--- src/design/chv_pkg.sv ---
// Shared types and constants for the container header validator.
// Holds the header layout, error codes and the record passed from front to back.
// No dependencies.
package chv_pkg;

   localparam int unsigned HDR_BYTES = 56;
   localparam int unsigned HDR_BITS  = HDR_BYTES * 8;
   localparam int unsigned CNT_W     = 6;

   localparam logic [31:0] MAGIC_PLAIN = 32'h0043_5458;
   localparam logic [31:0] MAGIC_HQ    = 32'h4843_5458;
   localparam logic [15:0] VER_NEW     = 16'd1;
   localparam logic [15:0] VER_OLD     = 16'd256;
   localparam logic [63:0] HDR_LEN_NEW = 64'd56;
   localparam logic [63:0] HDR_LEN_OLD = 64'd48;
   localparam logic [64:0] META_LEN    = 65'd256;

   typedef enum logic [2:0] {
      ERR_NONE     = 3'd0,
      ERR_SHORT    = 3'd1,
      ERR_MAGIC    = 3'd2,
      ERR_VERSION  = 3'd3,
      ERR_PAGES    = 3'd4,
      ERR_INDEX    = 3'd5,
      ERR_META     = 3'd6,
      ERR_CHAPTERS = 3'd7
   } err_type;

   // One captured header, as handed from the byte collector to the checker.
   typedef struct packed {
      logic                short_hdr;
      logic [HDR_BITS-1:0] hdr;
   } entry_type;

   // Decoded fields of one verdict.
   typedef struct packed {
      logic        is_high_quality;
      logic        is_legacy;
      logic [15:0] page_total;
      logic [31:0] current_page_number;
      logic [7:0]  reading_direction;
      logic [2:0]  flag_bits;
      logic [63:0] metadata_start;
      logic [63:0] index_start;
      logic [63:0] pages_start;
      logic [63:0] thumbs_start;
      logic [63:0] chapters_start;
   } fields_type;

endpackage

--- src/design/chv_front.sv ---
// Byte collector: shifts header bytes into a 56-byte line and hands a
// complete header record to the queue on the last byte. Depends on chv_pkg.
module chv_front (
   input  logic                clock,
   input  logic                reset,
   input  logic                req_valid,
   output logic                req_ready,
   input  logic [7:0]          req_byte_value,
   input  logic                req_last_byte,
   input  logic                q_full,
   output logic                push,
   output chv_pkg::entry_type  push_entry
);
   import chv_pkg::*;

   logic [HDR_BITS-1:0] hdr_ff;
   logic [HDR_BITS-1:0] hdr_in;
   logic [CNT_W-1:0]    count_ff;
   logic [CNT_W-1:0]    count_in;
   logic                accept;
   logic                room;

   assign req_ready = !q_full;
   assign accept    = req_valid && req_ready;
   assign room      = count_ff < CNT_W'(HDR_BYTES);

   // Newest byte enters at the top, so after 56 bytes byte k sits at bits 8k+7:8k.
   always_comb begin
      hdr_in   = hdr_ff;
      count_in = count_ff;
      if (accept) begin
         if (room) begin
            hdr_in   = {req_byte_value, hdr_ff[HDR_BITS-1:8]};
            count_in = count_ff + CNT_W'(1);
         end
         if (req_last_byte) begin
            count_in = '0;
         end
      end
   end

   assign push                 = accept && req_last_byte;
   assign push_entry.hdr       = hdr_in;
   assign push_entry.short_hdr = count_ff < CNT_W'(HDR_BYTES - 1);

   always_ff @(posedge clock) begin
      hdr_ff <= hdr_in;
      if (reset) begin
         count_ff <= '0;
      end else begin
         count_ff <= count_in;
      end
   end

endmodule

--- src/design/chv_queue.sv ---
// Two-entry queue of header records between the byte collector and the checker.
// Depends on chv_pkg.
module chv_queue (
   input  logic                clock,
   input  logic                reset,
   input  logic                push,
   input  chv_pkg::entry_type  push_entry,
   output logic                full,
   input  logic                pop,
   output logic                q_valid,
   output chv_pkg::entry_type  q_entry
);
   import chv_pkg::*;

   entry_type  mem_ff [2];
   logic       wr_ptr_ff;
   logic       rd_ptr_ff;
   logic [1:0] count_ff;
   logic [1:0] count_in;

   assign full    = count_ff == 2'd2;
   assign q_valid = count_ff != 2'd0;
   assign q_entry = mem_ff[rd_ptr_ff];

   always_comb begin
      count_in = count_ff;
      if (push && !pop) begin
         count_in = count_ff + 2'd1;
      end else if (pop && !push) begin
         count_in = count_ff - 2'd1;
      end
   end

   always_ff @(posedge clock) begin
      if (push) begin
         mem_ff[wr_ptr_ff] <= push_entry;
      end
      if (reset) begin
         wr_ptr_ff <= 1'b0;
         rd_ptr_ff <= 1'b0;
         count_ff  <= 2'd0;
      end else begin
         if (push) begin
            wr_ptr_ff <= !wr_ptr_ff;
         end
         if (pop) begin
            rd_ptr_ff <= !rd_ptr_ff;
         end
         count_ff <= count_in;
      end
   end

endmodule

--- src/design/chv_back.sv ---
// Header checker: four-stage pipeline that decodes a header record, runs the
// range checks and drives the registered verdict. Depends on chv_pkg.
module chv_back (
   input  logic                clock,
   input  logic                reset,
   input  logic                q_valid,
   input  chv_pkg::entry_type  q_entry,
   output logic                pop,
   output logic                rsp_valid,
   input  logic                rsp_ready,
   output chv_pkg::err_type    rsp_code,
   output chv_pkg::fields_type rsp_fields
);
   import chv_pkg::*;

   typedef struct packed {
      logic short_hdr;
      logic magic_ok;
      logic ver_ok;
      logic bad_pages;
      logic bad_idx;
      logic bad_meta;
      logic bad_chap;
      logic need_mod;
      logic bad_tail;
   } checks_type;

   logic advance;

   // Stage 1: decoded fields and the two end sums.
   logic       s1_valid_ff;
   logic       s1_short_ff, s1_magic_ok_ff, s1_ver_ok_ff;
   fields_type s1_fields_ff, s1_fields_in;
   logic [64:0] s1_meta_end_ff, s1_meta_end_in;
   logic [64:0] s1_idx_end_ff, s1_idx_end_in;
   logic       magic_ok, ver_ok, legacy, has_meta, has_chap;

   // Stage 2: comparison results and the chapter distance.
   logic       s2_valid_ff;
   fields_type s2_fields_ff;
   checks_type s2_checks_ff, s2_checks_in;
   logic [63:0] s2_diff_ff, s2_diff_in;
   logic [63:0] hdr_len;

   // Stage 3: chapter distance folded for the divide-by-three test.
   logic       s3_valid_ff;
   fields_type s3_fields_ff;
   checks_type s3_checks_ff;
   logic [17:0] s3_fold_ff, s3_fold_in;
   logic       s3_low_zero_ff;

   // Output register.
   logic       out_valid_ff;
   err_type    out_code_ff, out_code_in;
   fields_type out_fields_ff, out_fields_in;
   logic [9:0] red_a;
   logic [5:0] red_b;
   logic [3:0] red_c;
   logic       div96;

   assign advance = !out_valid_ff || rsp_ready;
   assign pop     = advance && q_valid;

   always_comb begin
      magic_ok = (q_entry.hdr[31:0] == MAGIC_PLAIN) || (q_entry.hdr[31:0] == MAGIC_HQ);
      legacy   = q_entry.hdr[47:32] == VER_OLD;
      ver_ok   = (q_entry.hdr[47:32] == VER_NEW) || legacy;
      has_meta = |q_entry.hdr[79:72];
      has_chap = |q_entry.hdr[95:88];

      s1_meta_end_in = {1'b0, q_entry.hdr[191:128]} + META_LEN;
      s1_idx_end_in  = {1'b0, q_entry.hdr[255:192]} + {45'd0, q_entry.hdr[63:48], 4'd0};

      s1_fields_in.is_high_quality     = magic_ok && ver_ok && (q_entry.hdr[31:0] == MAGIC_HQ);
      s1_fields_in.is_legacy           = legacy;
      s1_fields_in.page_total          = q_entry.hdr[63:48];
      s1_fields_in.current_page_number = q_entry.hdr[127:96];
      s1_fields_in.reading_direction   = q_entry.hdr[71:64];
      s1_fields_in.flag_bits           = {has_chap, |q_entry.hdr[87:80], has_meta};
      s1_fields_in.metadata_start      = q_entry.hdr[191:128];
      s1_fields_in.index_start         = q_entry.hdr[255:192];
      s1_fields_in.pages_start         = q_entry.hdr[319:256];
      s1_fields_in.thumbs_start        = q_entry.hdr[383:320];
      if (!legacy) begin
         s1_fields_in.chapters_start = q_entry.hdr[447:384];
      end else if (!has_chap) begin
         s1_fields_in.chapters_start = '0;
      end else if (has_meta) begin
         s1_fields_in.chapters_start = s1_meta_end_in[63:0];
      end else begin
         s1_fields_in.chapters_start = HDR_LEN_OLD;
      end
      if (!(magic_ok && ver_ok)) begin
         s1_fields_in.thumbs_start   = '0;
         s1_fields_in.chapters_start = '0;
      end
   end

   always_comb begin
      hdr_len = s1_fields_ff.is_legacy ? HDR_LEN_OLD : HDR_LEN_NEW;

      s2_checks_in.short_hdr = s1_short_ff;
      s2_checks_in.magic_ok  = s1_magic_ok_ff;
      s2_checks_in.ver_ok    = s1_ver_ok_ff;
      s2_checks_in.bad_pages = s1_fields_ff.page_total == 16'd0;
      s2_checks_in.bad_idx   = (s1_fields_ff.index_start < hdr_len)
                            || (s1_fields_ff.pages_start <= s1_fields_ff.index_start)
                            || s1_idx_end_ff[64];
      if (s1_fields_ff.flag_bits[0]) begin
         s2_checks_in.bad_meta = (s1_fields_ff.metadata_start < hdr_len)
                              || s1_meta_end_ff[64]
                              || (s1_meta_end_ff[63:0] > s1_fields_ff.index_start);
      end else begin
         s2_checks_in.bad_meta = s1_fields_ff.metadata_start != '0;
      end
      if (s1_fields_ff.flag_bits[2]) begin
         s2_checks_in.bad_chap = (s1_fields_ff.chapters_start < hdr_len)
                              || (s1_fields_ff.chapters_start >= s1_fields_ff.index_start)
                              || (s1_fields_ff.flag_bits[0]
                                  && (s1_fields_ff.chapters_start < s1_meta_end_ff[63:0]));
      end else begin
         s2_checks_in.bad_chap = s1_fields_ff.chapters_start != '0;
      end
      s2_checks_in.need_mod = s1_fields_ff.flag_bits[2];
      s2_checks_in.bad_tail = s1_idx_end_ff[63:0] > s1_fields_ff.pages_start;
      s2_diff_in = s1_fields_ff.index_start - s1_fields_ff.chapters_start;
   end

   // 96 = 32 * 3: the low five bits must be zero and the value divisible by 3.
   // Since 2^16, 2^8, 2^4 and 2^2 are all 1 mod 3, chunk sums keep the residue.
   assign s3_fold_in = {2'd0, s2_diff_ff[15:0]} + {2'd0, s2_diff_ff[31:16]}
                     + {2'd0, s2_diff_ff[47:32]} + {2'd0, s2_diff_ff[63:48]};

   always_comb begin
      red_a = {2'd0, s3_fold_ff[7:0]} + {2'd0, s3_fold_ff[15:8]} + {8'd0, s3_fold_ff[17:16]};
      red_b = {2'd0, red_a[3:0]} + {2'd0, red_a[7:4]} + {4'd0, red_a[9:8]};
      red_c = {2'd0, red_b[5:4]} + {2'd0, red_b[3:2]} + {2'd0, red_b[1:0]};
      div96 = s3_low_zero_ff && ((red_c == 4'd0) || (red_c == 4'd3) || (red_c == 4'd6));

      out_fields_in = s3_fields_ff;
      if (s3_checks_ff.short_hdr) begin
         out_code_in   = ERR_SHORT;
         out_fields_in = '0;
      end else if (!s3_checks_ff.magic_ok) begin
         out_code_in = ERR_MAGIC;
      end else if (!s3_checks_ff.ver_ok) begin
         out_code_in = ERR_VERSION;
      end else if (s3_checks_ff.bad_pages) begin
         out_code_in = ERR_PAGES;
      end else if (s3_checks_ff.bad_idx) begin
         out_code_in = ERR_INDEX;
      end else if (s3_checks_ff.bad_meta) begin
         out_code_in = ERR_META;
      end else if (s3_checks_ff.bad_chap || (s3_checks_ff.need_mod && !div96)) begin
         out_code_in = ERR_CHAPTERS;
      end else if (s3_checks_ff.bad_tail) begin
         out_code_in = ERR_INDEX;
      end else begin
         out_code_in = ERR_NONE;
      end
   end

   always_ff @(posedge clock) begin
      if (advance) begin
         s1_short_ff    <= q_entry.short_hdr;
         s1_magic_ok_ff <= magic_ok;
         s1_ver_ok_ff   <= ver_ok;
         s1_fields_ff   <= s1_fields_in;
         s1_meta_end_ff <= s1_meta_end_in;
         s1_idx_end_ff  <= s1_idx_end_in;
         s2_fields_ff   <= s1_fields_ff;
         s2_checks_ff   <= s2_checks_in;
         s2_diff_ff     <= s2_diff_in;
         s3_fields_ff   <= s2_fields_ff;
         s3_checks_ff   <= s2_checks_ff;
         s3_fold_ff     <= s3_fold_in;
         s3_low_zero_ff <= s2_diff_ff[4:0] == 5'd0;
         out_code_ff    <= out_code_in;
         out_fields_ff  <= out_fields_in;
      end
      if (reset) begin
         s1_valid_ff  <= 1'b0;
         s2_valid_ff  <= 1'b0;
         s3_valid_ff  <= 1'b0;
         out_valid_ff <= 1'b0;
      end else if (advance) begin
         s1_valid_ff  <= q_valid;
         s2_valid_ff  <= s1_valid_ff;
         s3_valid_ff  <= s2_valid_ff;
         out_valid_ff <= s3_valid_ff;
      end
   end

   assign rsp_valid  = out_valid_ff;
   assign rsp_code   = out_code_ff;
   assign rsp_fields = out_fields_ff;

`ifndef NO_ASSERTIONS
   a_short_zero: assert property (@(posedge clock) disable iff (reset)
      rsp_valid && (rsp_code == ERR_SHORT) |-> (rsp_fields == '0))
      else $error("short header verdict carries nonzero fields");

   a_hq_accepted: assert property (@(posedge clock) disable iff (reset)
      rsp_valid && rsp_fields.is_high_quality |->
         (rsp_code != ERR_MAGIC) && (rsp_code != ERR_VERSION) && (rsp_code != ERR_SHORT))
      else $error("high-quality flag set on a rejected header");

   a_ok_pages: assert property (@(posedge clock) disable iff (reset)
      rsp_valid && (rsp_code == ERR_NONE) |->
         (rsp_fields.page_total != 16'd0)
         && (rsp_fields.pages_start > rsp_fields.index_start))
      else $error("accepted header with empty page range");

   a_pop_moves: assert property (@(posedge clock) disable iff (reset)
      pop |=> s1_valid_ff)
      else $error("queue pop did not load the first stage");
`endif

endmodule

--- src/design/container_header_validator_core.sv ---
// Top level of the container header validator.
// Instantiates chv_front, chv_queue and chv_back; depends on chv_pkg.
//
// Usage:
//   Header bytes arrive on the req_ channel, one byte per request, in file
//   order. req_last_byte marks the final byte of a header buffer; bytes past
//   the 56th are dropped. Each marked request yields exactly one verdict on
//   the rsp_ channel: an error code naming the first failing check and the
//   decoded header fields. Unmarked requests yield nothing.
//   Throughput is one request per cycle while rsp_ready stays high, including
//   back-to-back one-byte headers. Once the request carrying a header's last
//   byte is accepted, the header passes through the two-entry header queue,
//   then three pipeline stages (decode and end sums, 64-bit compares,
//   chapter-spacing residue fold) ahead of the output register.
//   When a verdict waits and the receiver holds rsp_ready low, the checker
//   pipeline freezes as a whole; the byte collector keeps taking bytes until
//   two finished headers wait in the queue, then drops req_ready.
//   A synchronous reset empties the queue and pipeline and restarts byte
//   counting at the first header byte; the stored header bytes are not cleared.
module container_header_validator_core (
   input  logic        clock,
   input  logic        reset,
   input  logic        req_valid,
   output logic        req_ready,
   input  logic [7:0]  req_byte_value,
   input  logic        req_last_byte,
   output logic        rsp_valid,
   input  logic        rsp_ready,
   output logic [2:0]  rsp_error_code,
   output logic        rsp_is_high_quality,
   output logic        rsp_is_legacy,
   output logic [15:0] rsp_page_total,
   output logic [31:0] rsp_current_page_number,
   output logic [7:0]  rsp_reading_direction,
   output logic [2:0]  rsp_flag_bits,
   output logic [63:0] rsp_metadata_start,
   output logic [63:0] rsp_index_start,
   output logic [63:0] rsp_pages_start,
   output logic [63:0] rsp_thumbs_start,
   output logic [63:0] rsp_chapters_start
);
   import chv_pkg::*;

   logic       q_full;
   logic       push;
   entry_type  push_entry;
   logic       pop;
   logic       q_valid;
   entry_type  q_entry;
   err_type    rsp_code;
   fields_type rsp_fields;

   chv_front u_front (
      .clock          (clock),
      .reset          (reset),
      .req_valid      (req_valid),
      .req_ready      (req_ready),
      .req_byte_value (req_byte_value),
      .req_last_byte  (req_last_byte),
      .q_full         (q_full),
      .push           (push),
      .push_entry     (push_entry)
   );

   chv_queue u_queue (
      .clock      (clock),
      .reset      (reset),
      .push       (push),
      .push_entry (push_entry),
      .full       (q_full),
      .pop        (pop),
      .q_valid    (q_valid),
      .q_entry    (q_entry)
   );

   chv_back u_back (
      .clock      (clock),
      .reset      (reset),
      .q_valid    (q_valid),
      .q_entry    (q_entry),
      .pop        (pop),
      .rsp_valid  (rsp_valid),
      .rsp_ready  (rsp_ready),
      .rsp_code   (rsp_code),
      .rsp_fields (rsp_fields)
   );

   // Break the verdict record out onto the individual result ports.
   assign rsp_error_code          = rsp_code;
   assign rsp_is_high_quality     = rsp_fields.is_high_quality;
   assign rsp_is_legacy           = rsp_fields.is_legacy;
   assign rsp_page_total          = rsp_fields.page_total;
   assign rsp_current_page_number = rsp_fields.current_page_number;
   assign rsp_reading_direction   = rsp_fields.reading_direction;
   assign rsp_flag_bits           = rsp_fields.flag_bits;
   assign rsp_metadata_start      = rsp_fields.metadata_start;
   assign rsp_index_start         = rsp_fields.index_start;
   assign rsp_pages_start         = rsp_fields.pages_start;
   assign rsp_thumbs_start        = rsp_fields.thumbs_start;
   assign rsp_chapters_start      = rsp_fields.chapters_start;

endmodule
--- config.mk ---
export PLATFORM = sky130hd
export DESIGN_NAME = container_header_validator_core
export DESIGN_NICKNAME = d
export VERILOG_FILES = /design/src/design/chv_pkg.sv /design/src/design/chv_front.sv /design/src/design/chv_queue.sv /design/src/design/chv_back.sv /design/src/design/container_header_validator_core.sv
export SDC_FILE = /design/constraint.sdc
export NUM_CORES = 2
export LEC_CHECK = 0
export ABC_AREA = 1
export BUFFER_PORTS_ARGS = -buffer_cell sky130_fd_sc_hd__clkbuf_2
export CAP_MARGIN = 10
export CORE_MARGIN = 5
export CORE_UTILIZATION = 55
export DETAILED_ROUTE_END_ITERATION = 6
export HOLD_SLACK_MARGIN = 0.15
export PLACE_DENSITY = 0.79
export SYNTH_ARGS = -nofsm -noshare
export SYNTH_HDL_FRONTEND = slang
export SYNTH_SLANG_ARGS = --single-unit
--- constraint.sdc ---
create_clock -name clock -period 111.5 [get_ports clock]
set_clock_uncertainty 0.2 [all_clocks]
set_input_delay 5.575 -clock clock [delete_from_list [all_inputs] [get_ports clock]]
set_output_delay 5.575 -clock clock [all_outputs]
set_load 0.05 [all_outputs]
==> impl_metrics.json <==
{
  "status": "finished, final reports clean",
  "p_int_mw": 2.67,
  "syn2layout_area_growth_pct": 12.5,
  "drt_pre_antenna_iters": 6,
  "synth-main-ff-cell": "edfxtp_1",
  "drtAntennaViolNets": 0,
  "wl_um": 338000,
  "synth_top_area_cell": "edfxtp_1",
  "synth_xor_area_share_pct": 1.13,
  "h-tree-depth": 5,
  "drc": 0,
  "die_x_um": 485,
  "ys_warn_count": 0,
  "postSynthAreaPerCell_um2": 11.8,
  "syn_inst": 10500,
  "fill_cells": 16500,
  "cts_buffers": 318,
  "rsz0062_at_grt": "false",
  "drv_slew": 0,
  "power_frac_seq_pct": 42.5,
  "netlist_top_cells_area": "edfxtp_1 64%, nand2_1 9.7%, dfxtp_1 7.5%, ha_1 3.9%, inv_1 3.7%",
  "worstSetupStartpointType": "input pin",
  "period_needed_ns": 12.42,
  "seqCellArea_mm2": 0.0887,
  "swShare_pct": 37.6,
  "multiInputGateArea_mm2": 0.0296,
  "peakVddDrop_mv": 0.0817,
  "die-area_mm2": 0.235,
  "wire_per_inst_um": 23.7,
  "p_switching_mw": 1.61,
  "setup_viol_count_final": 0,
  "core_mm2": 0.225,
  "ys_async_sr_fraction_pct": 0,
  "pin_count": 399,
  "place_ws_ns": 98.19,
  "cp.arrival_ns": 12.71,
  "num_vias": 79000,
  "synth_compound_area_share_pct": 3.58,
  "worstMarginPinSlew_ns": 1.33,
  "hpwl_um": 239000,
  "synth.top_cell.area_share_pct": 64.0,
  "final_util_pct": 62.2,
  "hold_viol": 0,
  "synth.most_common_cell": "nand2_1",
  "die_y_um": 485,
  "finalCritPeriodShare_pct": 11.1,
  "routed_via_density": 5.53,
  "cts_tree": "built",
  "io_buffers": 398,
  "synth_nets": 10900,
  "fmax_ghz": 0.0805,
  "clock_sinks": 3108,
  "drv_cap": 0,
  "grt_overflow": 0,
  "power_density_mw_per_mm2": 30.6,
  "rows": 174,
  "tns_ns": 0,
  "ff2ff_path_depth": 10,
  "ys_types": 66,
  "drive_gt1_share_pct": 10.3,
  "track_usage_pct": 28.3,
  "grt_pass1_wl_um": 493000,
  "netlist_area_mm2": 0.124,
  "synth_top_family_by_area": "simple AND/OR/NAND/NOR gates",
  "worstSetupPathType": "in2reg",
  "synthMuxAreaShare_pct": 0.0161,
  "hold_path.class": "reg2reg",
  "fin_nets": 11500,
  "postCtsSetupBuffers": 0,
  "root_buffer": "clkbuf_16",
  "holdWs_ns": 0.195,
  "synth-edff-count": 2645,
  "yosys-top-cells-count": "3199 x nand2_1, 2645 x edfxtp_1, 1219 x inv_1",
  "initial_core_util_pct": 55.3,
  "drt_iter0_drc": 8873,
  "leakagePower_nw": 59.7,
  "cts_buffer_depth": 4,
  "synth_simple_gate_area_share_pct": 14.7,
  "postCtsHoldBufs": 0,
  "grt_max_degree": 243,
  "clkPwrFrac_pct": 24.6,
  "clk_latency_ns": 0.99,
  "grt_pass1_vias": 77100,
  "gp_congestion": 1.00,
  "ctsResizeCount": 0,
  "clk_pin_slew_worst_paths_ns": 0.06,
  "cp-end-kind": "register",
  "grt_antenna_before_repair": 37,
  "ys_seq_elements": 3108,
  "crit_path_max_fanout": 147,
  "yosys.area_share.adder_pct": 4.34,
  "cp.required_ns": 111.79,
  "fin_ws_ns": 99.08,
  "slew-limit-headroom_pct": 11.6,
  "combPwrFrac_pct": 32.9,
  "min_path_cells": 0,
  "seq_area_frac_synth_pct": 71.4
}
[per-layer routing]
layer / share of wire [%] / GRT usage, % / vias up
li1: - / - / 36100
met1: 41 / 39.4 / 38600
met2: 46 / 44.0 / 3603
met3: 8.6 / 5.01 / 691
met4: 5.1 / 12.7 / 4
met5: 0.0044 / 0 / -
[cells by family (layout without fill, tap and decap cells)]
kind of cell	Yosys count	after routing
xor gates and xnor gates	159	159
other	0	10
buffers and inverters	1494	2278
AOI/OAI and AO/OA	754	754
and+or+nand+nor	4570	4570
DFF	3108	3108
muxes	2	2
adders and majority gates	415	415
[layout by cell type (no fill, tap or decap), types with 10 or more instances in the layout]
master and count:
nand2_1 3199, edfxtp_1 2645, inv_1 1218, nor2_1 841
dfxtp_1 462, clkbuf_2 398, ha_1 389, a21oi_1 345
clkbuf_16 327, nand3_1 207, o21ai_0 184, xor2_1 120
a21oi_2 84, nand4_1 81, buf_4 72, clkbuf_1 63
clkinv_2 60, nor3_1 59, nor4_1 59, xnor2_1 37
o21bai_1 34, o21ai_1 30, clkinv_1 30, clkbuf_8 28
bufinv_16 27, nor2_2 26, fa_1 26, or2_2 16
nand2_2 14, inv_2 14, and2_1 13, a21o_1 13
clkinvlp_4 12, inv_6 12, a31oi_1 11, diode_2 10
[critical path, stage by stage]
cell and delay [ns]:
clkbuf_2 0.09, nor2_1 0.14, inv_8 0.71, buf_4 0.80, buf_4 0.82, buf_4 0.76
buf_4 0.74, buf_4 0.85, buf_4 0.99, buf_4 0.92
[layout make-up]
type | instances | share of cell area, %
multi-input combinational | 5900 | 21.2
clock buffer | 418 | 6.30
sequential | 3108 | 63.5
antenna | 10 | 0.0179
timing repair buffer | 476 | 1.89
clock inverter | 148 | 1.09
inverter | 1236 | 3.34
tap | 2992 | 2.68
[power by group through the flow]
stage / clock, mW / sequential (mW) / combinational, mW
3_5_place_dp: 0 / 1.83 / 1.39
2_1_floorplan: 0 / 1.89 / 0.878
3_3_place_gp: 0 / 1.82 / 1.34
4_1_cts: 1.07 / 1.81 / 1.40
6_report: 1.05 / 1.82 / 1.41
5_1_grt: 1.12 / 1.83 / 1.57
[final timing paths]
kind / start / endpoint / slack [ns]
hold reg to reg: u_back.s2_fields_ff[43] / u_back.s3_fields_ff[43] / 0.19
setup / recovery: rsp_ready / u_back.rsp_fields[180] / 99.08
hold / removal: u_back.s2_fields_ff[43] / u_back.s3_fields_ff[43] / 0.19
setup reg to reg: u_back.rsp_valid / u_back.rsp_fields[180] / 103.40
[sequential cells by signal, indices dropped and copies added, names as in the netlist, 9 cells and up, named ones only]
register / count
u_back.s3_fold_ff: 18
u_back.s1_meta_end_ff: 65
u_back.s2_diff_ff: 64
u_queue.mem_ff: 898
u_back.s2_fields_ff: 380
u_back.s2_checks_ff: 9
u_back.s1_fields_ff: 369
u_back.s3_checks_ff: 9
u_back.s1_idx_end_ff: 65
u_front.hdr_ff: 448
u_back.rsp_fields: 381
u_back.s3_fields_ff: 380
[metrics by stage]
step	std cells	cell area, um^2	total power [mW]
2_1_floorplan	10500	124000	2.77
6_report	14300	140000	4.28
3_3_place_gp	13700	129000	3.16
5_1_grt	14300	140000	4.52
4_1_cts	14300	140000	4.28
3_5_place_dp	13700	129000	3.22
Note: power is estimated with default switching activity, not from simulation.
